File: src/hdl/lcms_pkg.sv
// ----------------------------------------------------------------------------
// lcms_pkg
// Types, constants and helpers shared by the Lab colour match score block.
// ----------------------------------------------------------------------------
package lcms_pkg;

  localparam int NUM_CH          = 3;
  localparam int LEVEL_W         = 8;
  localparam int SPREAD_W        = 8;
  localparam int REG_W           = 16;
  localparam int WEIGHT_W        = 10;
  localparam int SCORE_W         = 12;
  localparam int CFG_IDX_W       = 3;
  localparam int QUOT_W          = 8;
  localparam int FACTOR_W        = QUOT_W + 1;
  localparam int PROD_W          = FACTOR_W + WEIGHT_W;
  localparam int SUM_W           = PROD_W + 2;
  localparam int GAIN_W          = 8;
  localparam int SCALED_W        = SUM_W + GAIN_W;
  localparam int SCORE_FRAC      = 16;
  localparam int STEPS_PER_STAGE = 2;
  localparam int DIV_STAGES      = QUOT_W / STEPS_PER_STAGE;

  // pipeline stage positions
  localparam int ST_FRONT   = 0;
  localparam int ST_MUL     = DIV_STAGES + 1;
  localparam int ST_SUM     = DIV_STAGES + 2;
  localparam int ST_OUT     = DIV_STAGES + 3;
  localparam int PIPE_DEPTH = DIV_STAGES + 4;

  localparam logic [FACTOR_W-1:0] FULL_FACTOR = FACTOR_W'(256);
  localparam logic [GAIN_W-1:0]   SCORE_GAIN  = GAIN_W'(255);
  localparam logic [SCORE_W-1:0]  SCORE_MAX   = SCORE_W'(3057);

  localparam logic [REG_W-1:0]    ORIGIN_SPREAD_RST = REG_W'(256);
  localparam logic [WEIGHT_W-1:0] WEIGHT_RST        = '0;
  localparam logic [SCORE_W-1:0]  THRESHOLD_RST     = SCORE_W'(140);

  typedef enum logic [CFG_IDX_W-1:0] {
    REG_L_ORIGIN_SPREAD,
    REG_A_ORIGIN_SPREAD,
    REG_B_ORIGIN_SPREAD,
    REG_L_WEIGHT,
    REG_A_WEIGHT,
    REG_B_WEIGHT,
    REG_MATCH_THRESHOLD
  } cfg_reg_t;

  typedef struct packed {
    logic [LEVEL_W-1:0] l_level;
    logic [LEVEL_W-1:0] a_level;
    logic [LEVEL_W-1:0] b_level;
  } pixel_t;

  typedef struct packed {
    logic [SCORE_W-1:0] match_score;
    logic               is_match;
  } result_t;

  // one restoring division step: {quotient bit, new remainder}
  function automatic logic [SPREAD_W:0] div_step(input logic [SPREAD_W-1:0] rem,
                                                 input logic [SPREAD_W-1:0] dvs);
    logic [SPREAD_W:0] t;
    t = {rem, 1'b0};
    if (t >= {1'b0, dvs}) begin
      return {1'b1, SPREAD_W'(t - {1'b0, dvs})};
    end else begin
      return {1'b0, t[SPREAD_W-1:0]};
    end
  endfunction

endpackage

File: src/hdl/lcms_ifs.sv
// ----------------------------------------------------------------------------
// lcms_ifs
// Valid/ready channels of the Lab colour match score block.
// ----------------------------------------------------------------------------
interface lcms_pixel_if import lcms_pkg::*; ();
  logic   valid;
  logic   ready;
  pixel_t data;

  modport source (output valid, output data, input ready);
  modport sink   (input valid, input data, output ready);
endinterface

interface lcms_result_if import lcms_pkg::*; ();
  logic    valid;
  logic    ready;
  result_t data;

  modport source (output valid, output data, input ready);
  modport sink   (input valid, input data, output ready);
endinterface

interface lcms_cfg_if import lcms_pkg::*; ();
  logic                 valid;
  logic                 ready;
  logic [CFG_IDX_W-1:0] index;
  logic [REG_W-1:0]     data;

  modport source (output valid, output index, output data, input ready);
  modport sink   (input valid, input index, input data, output ready);
endinterface

File: src/hdl/lab_color_match_score.sv
// ----------------------------------------------------------------------------
// lab_color_match_score
// Scores how closely an 8-bit L, a, b pixel matches a reference colour.
// ----------------------------------------------------------------------------
// Takes one pixel word per clock when the output side does not stall and
// returns one score word per pixel, in order. After a front register, the
// per-channel factor division runs as four pipeline stages of two restoring
// steps each, followed by a multiply stage, a weighted sum stage and the
// scale-and-compare output register. Each stage holds its own valid bit, so
// bubbles close up, and a new pixel is taken while a finished score waits at
// the output as long as an earlier stage is empty. A channel with zero spread
// scores as a full match. Configuration writes are taken at any time; change
// them only while no pixel is in flight. Writes to an unused index are
// dropped.
// ----------------------------------------------------------------------------
module lab_color_match_score import lcms_pkg::*; (
  input  logic           clk,
  input  logic           rst,
  lcms_pixel_if.sink     pix,
  lcms_result_if.source  res,
  lcms_cfg_if.sink       cfg
);

  logic [REG_W-1:0]    origin_spread [NUM_CH];
  logic [WEIGHT_W-1:0] weight [NUM_CH];
  logic [SCORE_W-1:0]  match_threshold;

  logic [LEVEL_W-1:0]  level [NUM_CH];
  logic [SPREAD_W-1:0] origin [NUM_CH];
  logic [SPREAD_W-1:0] spread [NUM_CH];

  logic [PIPE_DEPTH-1:0] vld;
  logic [PIPE_DEPTH-1:0] en;

  logic [SPREAD_W-1:0] dv_r [DIV_STAGES+1][NUM_CH];
  logic [QUOT_W-1:0]   dv_q [DIV_STAGES+1][NUM_CH];
  logic                dv_full [DIV_STAGES+1][NUM_CH];

  logic [PROD_W-1:0]   prod [NUM_CH];
  logic [SUM_W-1:0]    sum;
  logic [SCALED_W-1:0] scaled;
  logic [SCORE_W-1:0]  score;

  // configuration registers
  assign cfg.ready = 1'b1;

  always_ff @(posedge clk) begin
    if (rst) begin
      for (int ch = 0; ch < NUM_CH; ch++) begin
        origin_spread[ch] <= ORIGIN_SPREAD_RST;
        weight[ch]        <= WEIGHT_RST;
      end
      match_threshold <= THRESHOLD_RST;
    end else if (cfg.valid && cfg.ready) begin
      unique case (cfg_reg_t'(cfg.index))
        REG_L_ORIGIN_SPREAD: origin_spread[0] <= cfg.data;
        REG_A_ORIGIN_SPREAD: origin_spread[1] <= cfg.data;
        REG_B_ORIGIN_SPREAD: origin_spread[2] <= cfg.data;
        REG_L_WEIGHT:        weight[0] <= cfg.data[WEIGHT_W-1:0];
        REG_A_WEIGHT:        weight[1] <= cfg.data[WEIGHT_W-1:0];
        REG_B_WEIGHT:        weight[2] <= cfg.data[WEIGHT_W-1:0];
        REG_MATCH_THRESHOLD: match_threshold <= cfg.data[SCORE_W-1:0];
        default: ;
      endcase
    end
  end

  assign level[0] = pix.data.l_level;
  assign level[1] = pix.data.a_level;
  assign level[2] = pix.data.b_level;

  // per-stage valid and advance, bubbles collapse
  always_comb begin
    en[PIPE_DEPTH-1] = ~vld[PIPE_DEPTH-1] | res.ready;
    for (int k = PIPE_DEPTH - 2; k >= 0; k--) begin
      en[k] = ~vld[k] | en[k+1];
    end
  end

  assign pix.ready = en[ST_FRONT];

  always_ff @(posedge clk) begin
    if (rst) begin
      vld <= '0;
    end else begin
      if (en[ST_FRONT]) begin
        vld[ST_FRONT] <= pix.valid;
      end
      for (int k = 1; k < PIPE_DEPTH; k++) begin
        if (en[k]) begin
          vld[k] <= vld[k-1];
        end
      end
    end
  end

  for (genvar ch = 0; ch < NUM_CH; ch++) begin : g_ch
    logic [SPREAD_W-1:0] abs_d;
    logic [SPREAD_W-1:0] clo;
    logic                full;

    assign origin[ch] = origin_spread[ch][SPREAD_W-1:0];
    assign spread[ch] = origin_spread[ch][REG_W-1:SPREAD_W];

    // clamped closeness, and whether the factor saturates at one
    always_comb begin
      abs_d = (level[ch] >= origin[ch]) ? (level[ch] - origin[ch])
                                        : (origin[ch] - level[ch]);
      clo   = (abs_d >= spread[ch]) ? '0 : (spread[ch] - abs_d);
      full  = (spread[ch] == '0) || ({clo, 1'b0} >= {1'b0, spread[ch]});
    end

    // below full, 2*closeness is under the spread and fits the remainder
    always_ff @(posedge clk) begin
      if (en[ST_FRONT]) begin
        dv_r[ST_FRONT][ch]    <= {clo[SPREAD_W-2:0], 1'b0};
        dv_q[ST_FRONT][ch]    <= '0;
        dv_full[ST_FRONT][ch] <= full;
      end
    end

    // quotient of 2*closeness/spread, fraction bits only
    for (genvar j = 1; j <= DIV_STAGES; j++) begin : g_div
      logic [SPREAD_W-1:0] r;
      logic [QUOT_W-1:0]   q;
      logic [SPREAD_W:0]   step;

      always_comb begin
        r    = dv_r[j-1][ch];
        q    = dv_q[j-1][ch];
        step = '0;
        for (int s = 0; s < STEPS_PER_STAGE; s++) begin
          step = div_step(r, spread[ch]);
          q    = {q[QUOT_W-2:0], step[SPREAD_W]};
          r    = step[SPREAD_W-1:0];
        end
      end

      always_ff @(posedge clk) begin
        if (en[j]) begin
          dv_r[j][ch]    <= r;
          dv_q[j][ch]    <= q;
          dv_full[j][ch] <= dv_full[j-1][ch];
        end
      end
    end

    logic [FACTOR_W-1:0] factor;
    assign factor = dv_full[DIV_STAGES][ch] ? FULL_FACTOR
                                            : {1'b0, dv_q[DIV_STAGES][ch]};

    always_ff @(posedge clk) begin
      if (en[ST_MUL]) begin
        prod[ch] <= PROD_W'(factor) * PROD_W'(weight[ch]);
      end
    end
  end

  always_ff @(posedge clk) begin
    if (en[ST_SUM]) begin
      sum <= SUM_W'(prod[0]) + SUM_W'(prod[1]) + SUM_W'(prod[2]);
    end
  end

  assign scaled = SCALED_W'(sum) * SCALED_W'(SCORE_GAIN);
  assign score  = scaled[SCORE_FRAC +: SCORE_W];

  always_ff @(posedge clk) begin
    if (en[ST_OUT]) begin
      res.data.match_score <= score;
      res.data.is_match    <= (score > match_threshold);
    end
  end

  assign res.valid = vld[ST_OUT];

  a_reset_empty: assert property (@(posedge clk) rst |=> !res.valid)
    else $error("result valid right after reset");

  a_taken_enters: assert property (@(posedge clk) disable iff (rst)
    (pix.valid && pix.ready) |=> vld[ST_FRONT])
    else $error("accepted pixel did not enter the front stage");

  a_match_bit: assert property (@(posedge clk) disable iff (rst)
    res.valid |-> (res.data.is_match == (res.data.match_score > match_threshold)))
    else $error("match bit disagrees with score and threshold");

  a_score_range: assert property (@(posedge clk) disable iff (rst)
    res.valid |-> (res.data.match_score <= SCORE_MAX))
    else $error("score above its largest reachable value");

endmodule

File: src/flat_wrapper.sv
// flat-port wrapper written by rule: the top's interface ports become plain ports
module lab_color_match_score_flat import lcms_pkg::*;
  (clk, rst, pix_valid, pix_data, pix_ready, res_valid, res_data, res_ready, cfg_valid, cfg_index, cfg_data, cfg_ready);
  lcms_pixel_if pix_i ();
  lcms_result_if res_i ();
  lcms_cfg_if cfg_i ();
  input  logic clk;
  input  logic rst;
  input wire logic [$bits(pix_i.valid)-1:0] pix_valid;
  input wire logic [$bits(pix_i.data)-1:0] pix_data;
  output wire logic [$bits(pix_i.ready)-1:0] pix_ready;
  output wire logic [$bits(res_i.valid)-1:0] res_valid;
  output wire logic [$bits(res_i.data)-1:0] res_data;
  input wire logic [$bits(res_i.ready)-1:0] res_ready;
  input wire logic [$bits(cfg_i.valid)-1:0] cfg_valid;
  input wire logic [$bits(cfg_i.index)-1:0] cfg_index;
  input wire logic [$bits(cfg_i.data)-1:0] cfg_data;
  output wire logic [$bits(cfg_i.ready)-1:0] cfg_ready;
  assign pix_i.valid = pix_valid;
  assign pix_i.data = pix_data;
  assign pix_ready = pix_i.ready;
  assign res_valid = res_i.valid;
  assign res_data = res_i.data;
  assign res_i.ready = res_ready;
  assign cfg_i.valid = cfg_valid;
  assign cfg_i.index = cfg_index;
  assign cfg_i.data = cfg_data;
  assign cfg_ready = cfg_i.ready;
  lab_color_match_score u_core (.clk(clk), .rst(rst), .pix(pix_i), .res(res_i), .cfg(cfg_i));
endmodule
File: config.mk
export PLATFORM = sky130hd
export DESIGN_NAME = lab_color_match_score_flat
export DESIGN_NICKNAME = d
export VERILOG_FILES = /design/src/hdl/lcms_pkg.sv /design/src/hdl/lcms_ifs.sv /design/src/hdl/lab_color_match_score.sv /design/src/flat_wrapper.sv
export SDC_FILE = /design/constraint.sdc
export NUM_CORES = 2
export LEC_CHECK = 0
export ABC_CLOCK_PERIOD_IN_PS = 9350
export BUFFER_PORTS_ARGS = -buffer_cell sky130_fd_sc_hd__buf_2
export CORE_UTILIZATION = 30
export DETAILED_ROUTE_END_ITERATION = 8
export GPL_TIMING_DRIVEN = 0
export SYNTH_ARGS = -nofsm -noshare
export SYNTH_HDL_FRONTEND = slang
export SYNTH_SLANG_ARGS = --single-unit
File: constraint.sdc
create_clock -name clk -period 9.35 [get_ports clk]
set_clock_uncertainty 0.2 [all_clocks]
set_input_delay 1.87 -clock clk [delete_from_list [all_inputs] [get_ports clk]]
set_output_delay 1.87 -clock clk [all_outputs]
set_load 0.01 [all_outputs]
# == After elaboration in Yosys (flattened, before gate mapping) ==
# Memories as Yosys holds them, arrays and structs flattened.
# Index checks and enable logic that the tools add are counted.
# classes
n_mux,77
reduce_logical,8
n_eq_ne,6
n_bitwise,22
n_mul,4
n_addsub,35
n_lt_le_gt_ge,34
# op_table
op,count
subtractor 8 bit,33
>= comparator 9 x 8 -> 1 bit,27
two-way mux 9 bit,27
multiplier 9 x 10 -> 19 bit,3
>= comparator 8 bit,6
two-way mux 16 bit,3
two-way mux 8 bit,6
two-way mux 1 bit,38
two-way mux 10 bit,3
"multiplier 21 x 8 -> 28 bit, second input constant",1
logical NOT 8 bit,3
adder 21 x 19 -> 21 bit,1
adder 19 x 19 -> 20 bit,1
OR 1 bit,14
greater-than comparator 12 bit,1
"equality test 3 bit, second input constant",3
inverter 1 bit,8
"equality test 3 x 2 -> 1 bit, second input constant",2
"equality test 3 x 1 -> 1 bit, second input constant",1
logical NOT 3 bit,1
logical OR 1 bit,3
AND reduction 2 bit,1
# word_totals
output_inout_bits,16
reg_bits,54
in_bits,48
mem_count,6
word_cells,204
ram_bits,390
# mem_list
memory,words,word_bits,rd,rd_clocked_by_memory_dff,wr,line,rtl
u_core.dv_q,5,24,5,0,5,lab_color_match_score.sv:36,logic [QUOT_W-1:0] dv_q [DIV_STAGES+1][NUM_CH];
u_core.dv_r,5,24,4,0,5,lab_color_match_score.sv:35,logic [SPREAD_W-1:0] dv_r [DIV_STAGES+1][NUM_CH];
u_core.prod,3,19,3,0,3,lab_color_match_score.sv:39,logic [PROD_W-1:0] prod [NUM_CH];
u_core.origin_spread,3,16,3,0,3,lab_color_match_score.sv:24,logic [REG_W-1:0] origin_spread [NUM_CH];
u_core.weight,3,10,3,0,3,lab_color_match_score.sv:25,logic [WEIGHT_W-1:0] weight [NUM_CH];
u_core.dv_full,5,3,5,0,5,lab_color_match_score.sv:37,logic dv_full [DIV_STAGES+1][NUM_CH];

# == Longest topological paths before layout ==
# depth
word_depth,11
mapped_depth,28
mapped_depth_nobuf,28

# == Worst setup path after synthesis ==
# OpenSTA, ideal clock, no wires.
# synth_path
kind,input to register
from,input port pix_data[16]
to,"memory u_core.dv_full[0][2] (netlist bit), data pin"
n_path_buf,0
arrival_time_ns,7.157
required_time_ns,8.882
cell_stages,28
setup_ns,0.268
slack_ns,1.724
cell_sequence,inv_1 > ha_1 > inv_1 > fa_1 > a21o_1 > a2111oi_2 > o31ai_4 > mux2i_1 > o41a_1 > or2_1 > xnor2_1 > ha_1 > o21ai_0 > a21boi_0 > o21ai_0 > a21boi_0 > o21a_1 > o22ai_1 > nor2_1 > ha_1 > nor2b_1 > o21a_1 > o21a_1 > o21a_1 > o21a_1 > o21a_1 > o21ai_0 > nand4b_1
# synth_rtl
element,line,rtl
start: declaration,flat_wrapper.sv:10,input wire logic [$bits(pix_i.data)-1:0] pix_data;
end: declaration,lab_color_match_score.sv:37,

==> flow_metrics.tcl <==
set metrics [dict create \
    groute.usage.overall_pct 13.5 \
    worst-endpoint-arrival_ns 8.17 \
    syn_nets 4537 \
    run_status "complete, no violations" \
    wl_um 83500 \
    ys_types 79 \
    holdCritStartpoint "u_core.dv_q[0][64]" \
    cts_root_buffer "sky130_fd_sc_hd__clkbuf_16" \
    synthCells 3724 \
    die_w_um 353 \
    slowest_stage_cell_on_the_critical_path "sky130_fd_sc_hd__a2111oi_2" \
    drcViolationCount 0 \
    area_taken_by_multi_input_logic_gates_sq_um 24100 \
    final.min_clock_period_ns 8.04 \
    areaGrowthSynthToFinish_pct 10.8 \
    worst-setup-path-type "in2reg" \
    grt_start_max_net_pins 41 \
    dr.pass1.iters 5 \
    final_hold_viol_count 0 \
    totalNegativeSetupSlack_ns 0 \
    drv_cap 0 \
    yosys-top-cells-area "sky130_fd_sc_hd__edfxtp_1 27%, sky130_fd_sc_hd__ha_1 16%, sky130_fd_sc_hd__fa_1 15%" \
    fill_cells 12500 \
    cell_with_the_most_instances_on_the_worst_path "sky130_fd_sc_hd__o21a_1" \
    post_synthesis_average_cell_area_sq_um 9.93 \
    count_of_boundary_i_o_pins 64 \
    start_kind "input port" \
    tritoncts_sink_count 357 \
    final_antenna_net_count 0 \
    worst_setup_hold_path_clk_slew_ns 0.06 \
    wire_per_inst_um 15.2 \
    synth.yosys.warnings 0 \
    fmax_ghz 0.124 \
    vias_per_cell 4.77 \
    antenna_found_initial 7 \
    cp-end-kind "register" \
    dieArea_sq_um 125000 \
    port-buffer-count 59 \
    max_slew_margin_pct 25.6 \
    synth.ff_latch_count 357 \
    finalSetupViolations 0 \
    stdcell_area_sq_um 41000 \
    die_height_um 353 \
    worst_slew_pin_slew_ns 1.12 \
    fp.coreArea_sq_um 122000 \
    globalplace.congestion 0.855 \
    grt_pass1_wl_um 137000 \
    clock_path_buffers 3 \
    commonest_cells_after_routing_fill_and_taps_aside "538 x sky130_fd_sc_hd__inv_1, 480 x sky130_fd_sc_hd__ha_1, 337 x sky130_fd_sc_hd__edfxtp_1" \
    worstPathMaxFanout 9 \
    r2r_path_start "u_core.origin_spread[0][0]" \
    synthDominantAreaCellType "sky130_fd_sc_hd__edfxtp_1" \
    slowest_delay_ns 0.64 \
    timing.final.max_slew_violations 0 \
    post_cts.repair.setup_buffers 0 \
    post_cts_repair_resize_count 0 \
    net_count_reported_at_finish 4648 \
    fp-row-count 128 \
    drive_above_1_share_pct 7.52 \
    tritoncts "done" \
    async_flop_share_pct 0 \
    syn_area_sq_um 37000 \
    htree_levels 2 \
    holdBufCountCts 0 \
    drt-initial-drc-count 1340 \
    start_util_pct 30.3 \
    rsz_0062_raised_after_global_routing "no" \
    first_global_vias 26500 \
    clock_buffers_created_by_tritoncts 44 \
    synth-main-ff-cell "sky130_fd_sc_hd__edfxtp_1" \
    critical_path_data_required_time_ns 9.48 \
    detailedPlacementHpwl_um 66800 \
    layout.cells.most_common "sky130_fd_sc_hd__inv_1" \
    register_area_sq_um 10500 \
    setup_crit_start "pix_data[16]" \
    routed-via-count 26200 \
    dpl-instance-area_sq_um 39400 \
    clk_latency_ns 0.60 \
    register_area_share_after_synthesis_pct 28.4 \
    global_route.overflow_total 0 \
    synth_largest_type_area_fraction_pct 27.4 \
    synth_edf_count 337 \
    hp-class "reg2reg" \
    fin_crit_sh_pct 86.0 \
]
-- through the flow --
stage | hold WS [ns] | util, % | setup slack, ns | std cells
6_report | 0.216 | 33.6 | 1.31 | 5497
5_1_grt | 0.223 | 33.6 | 0.934 | 5497
4_1_cts | 0.213 | 33.6 | 1.35 | 5496
2_1_floorplan | 0.200 | - | 1.72 | 3724
3_3_place_gp | 0.201 | 32.2 | 0.462 | 5408
3_5_place_dp | 0.205 | 32.3 | 0.702 | 5414
-- routing by layer --
layer,wire [um],global-route usage (%),up-vias
met1,38700,17.7,12700
met5,30,0,-
met3,3190,1.93,126
li1,-,-,13000
met2,38700,22.6,414
met4,2860,4.78,6
-- cells in the mapped netlist, types with 7 or more instances --
cell type and instances:
sky130_fd_sc_hd__a21oi_1 177, sky130_fd_sc_hd__nor3_1 71, sky130_fd_sc_hd__buf_1 22, sky130_fd_sc_hd__o31ai_1 9, sky130_fd_sc_hd__nor2b_1 90, sky130_fd_sc_hd__a21o_1 54
sky130_fd_sc_hd__nor2_1 190, sky130_fd_sc_hd__xor2_1 63, sky130_fd_sc_hd__fa_1 285, sky130_fd_sc_hd__a211oi_1 19, sky130_fd_sc_hd__a211o_1 8, sky130_fd_sc_hd__xnor2_1 136
sky130_fd_sc_hd__and3_1 14, sky130_fd_sc_hd__dfxtp_1 20, sky130_fd_sc_hd__nand3b_1 7, sky130_fd_sc_hd__nor3b_1 8, sky130_fd_sc_hd__o21a_1 65, sky130_fd_sc_hd__or4_1 11
sky130_fd_sc_hd__o21bai_1 33, sky130_fd_sc_hd__inv_1 538, sky130_fd_sc_hd__nand2b_1 29, sky130_fd_sc_hd__o21ai_0 129, sky130_fd_sc_hd__or2_2 18, sky130_fd_sc_hd__o31a_1 8
sky130_fd_sc_hd__a31oi_1 31, sky130_fd_sc_hd__nand3_1 38, sky130_fd_sc_hd__o2111ai_1 13, sky130_fd_sc_hd__o211ai_1 21, sky130_fd_sc_hd__or3_1 10, sky130_fd_sc_hd__a31o_2 8
sky130_fd_sc_hd__ha_1 480, sky130_fd_sc_hd__and2_1 153, sky130_fd_sc_hd__nand4_1 30, sky130_fd_sc_hd__mux2i_1 19, sky130_fd_sc_hd__clkbuf_1 58, sky130_fd_sc_hd__nand2_1 307
sky130_fd_sc_hd__mux2_2 105, sky130_fd_sc_hd__edfxtp_1 337, sky130_fd_sc_hd__a21boi_0 27
-- cell families after synthesis --
kind of cell / after synthesis / share of synthesized area [%]
XOR/XNOR: 199 / 4.71
AND/OR/NAND/NOR: 998 / 13.4
adder cells (fa/ha/maj): 765 / 31.7
other: 1 / 0.0101
multiplexers: 125 / 3.77
flip-flops: 357 / 28.4
buffers and inverters: 622 / 6.33
AO/OA/AOI/OAI: 657 / 11.7
-- critical path, delay by kind of cell --
family	cells	cell delay, ns
fa+ha+maj	4	1.16
mux	1	0.18
simple gates	4	0.69
xor+xnor	1	0.14
compound gates	16	3.87
buf+inv	3	0.23
-- final timing paths --
kind,end,slack [ns],depth (start not counted)
worst max register to register,u_core.dv_full[0][2],2.37,27
worst max-delay path,u_core.dv_full[0][2],1.31,29
worst min register to register,u_core.dv_q[0][90],0.22,0
worst min-delay path,u_core.dv_q[0][90],0.22,0
-- registers in the layout, indices dropped and copies added, names as in the netlist --
name	cells
u_core.dv_q	60
u_core.dv_full	15
u_core.sum	21
u_core.match_threshold	12
u_core.res.data	13
u_core.vld	8
u_core.prod	57
u_core.weight	30
u_core.origin_spread	48
u_core.dv_r	93
-- cell type report --
class	instances	area share, %
antenna	1	0.00611
tap	1625	4.96
buffer	83	0.776
sequential	357	25.7
inverter	539	4.94
timing repair buffer	65	1.01
clock buffer	50	2.85
clock inverter	32	0.855
multi-input combinational	2745	58.9
Power is left out: the tool's default activity adds up to more than one toggle a clock period on the data nets, which glitch-free logic cannot reach.
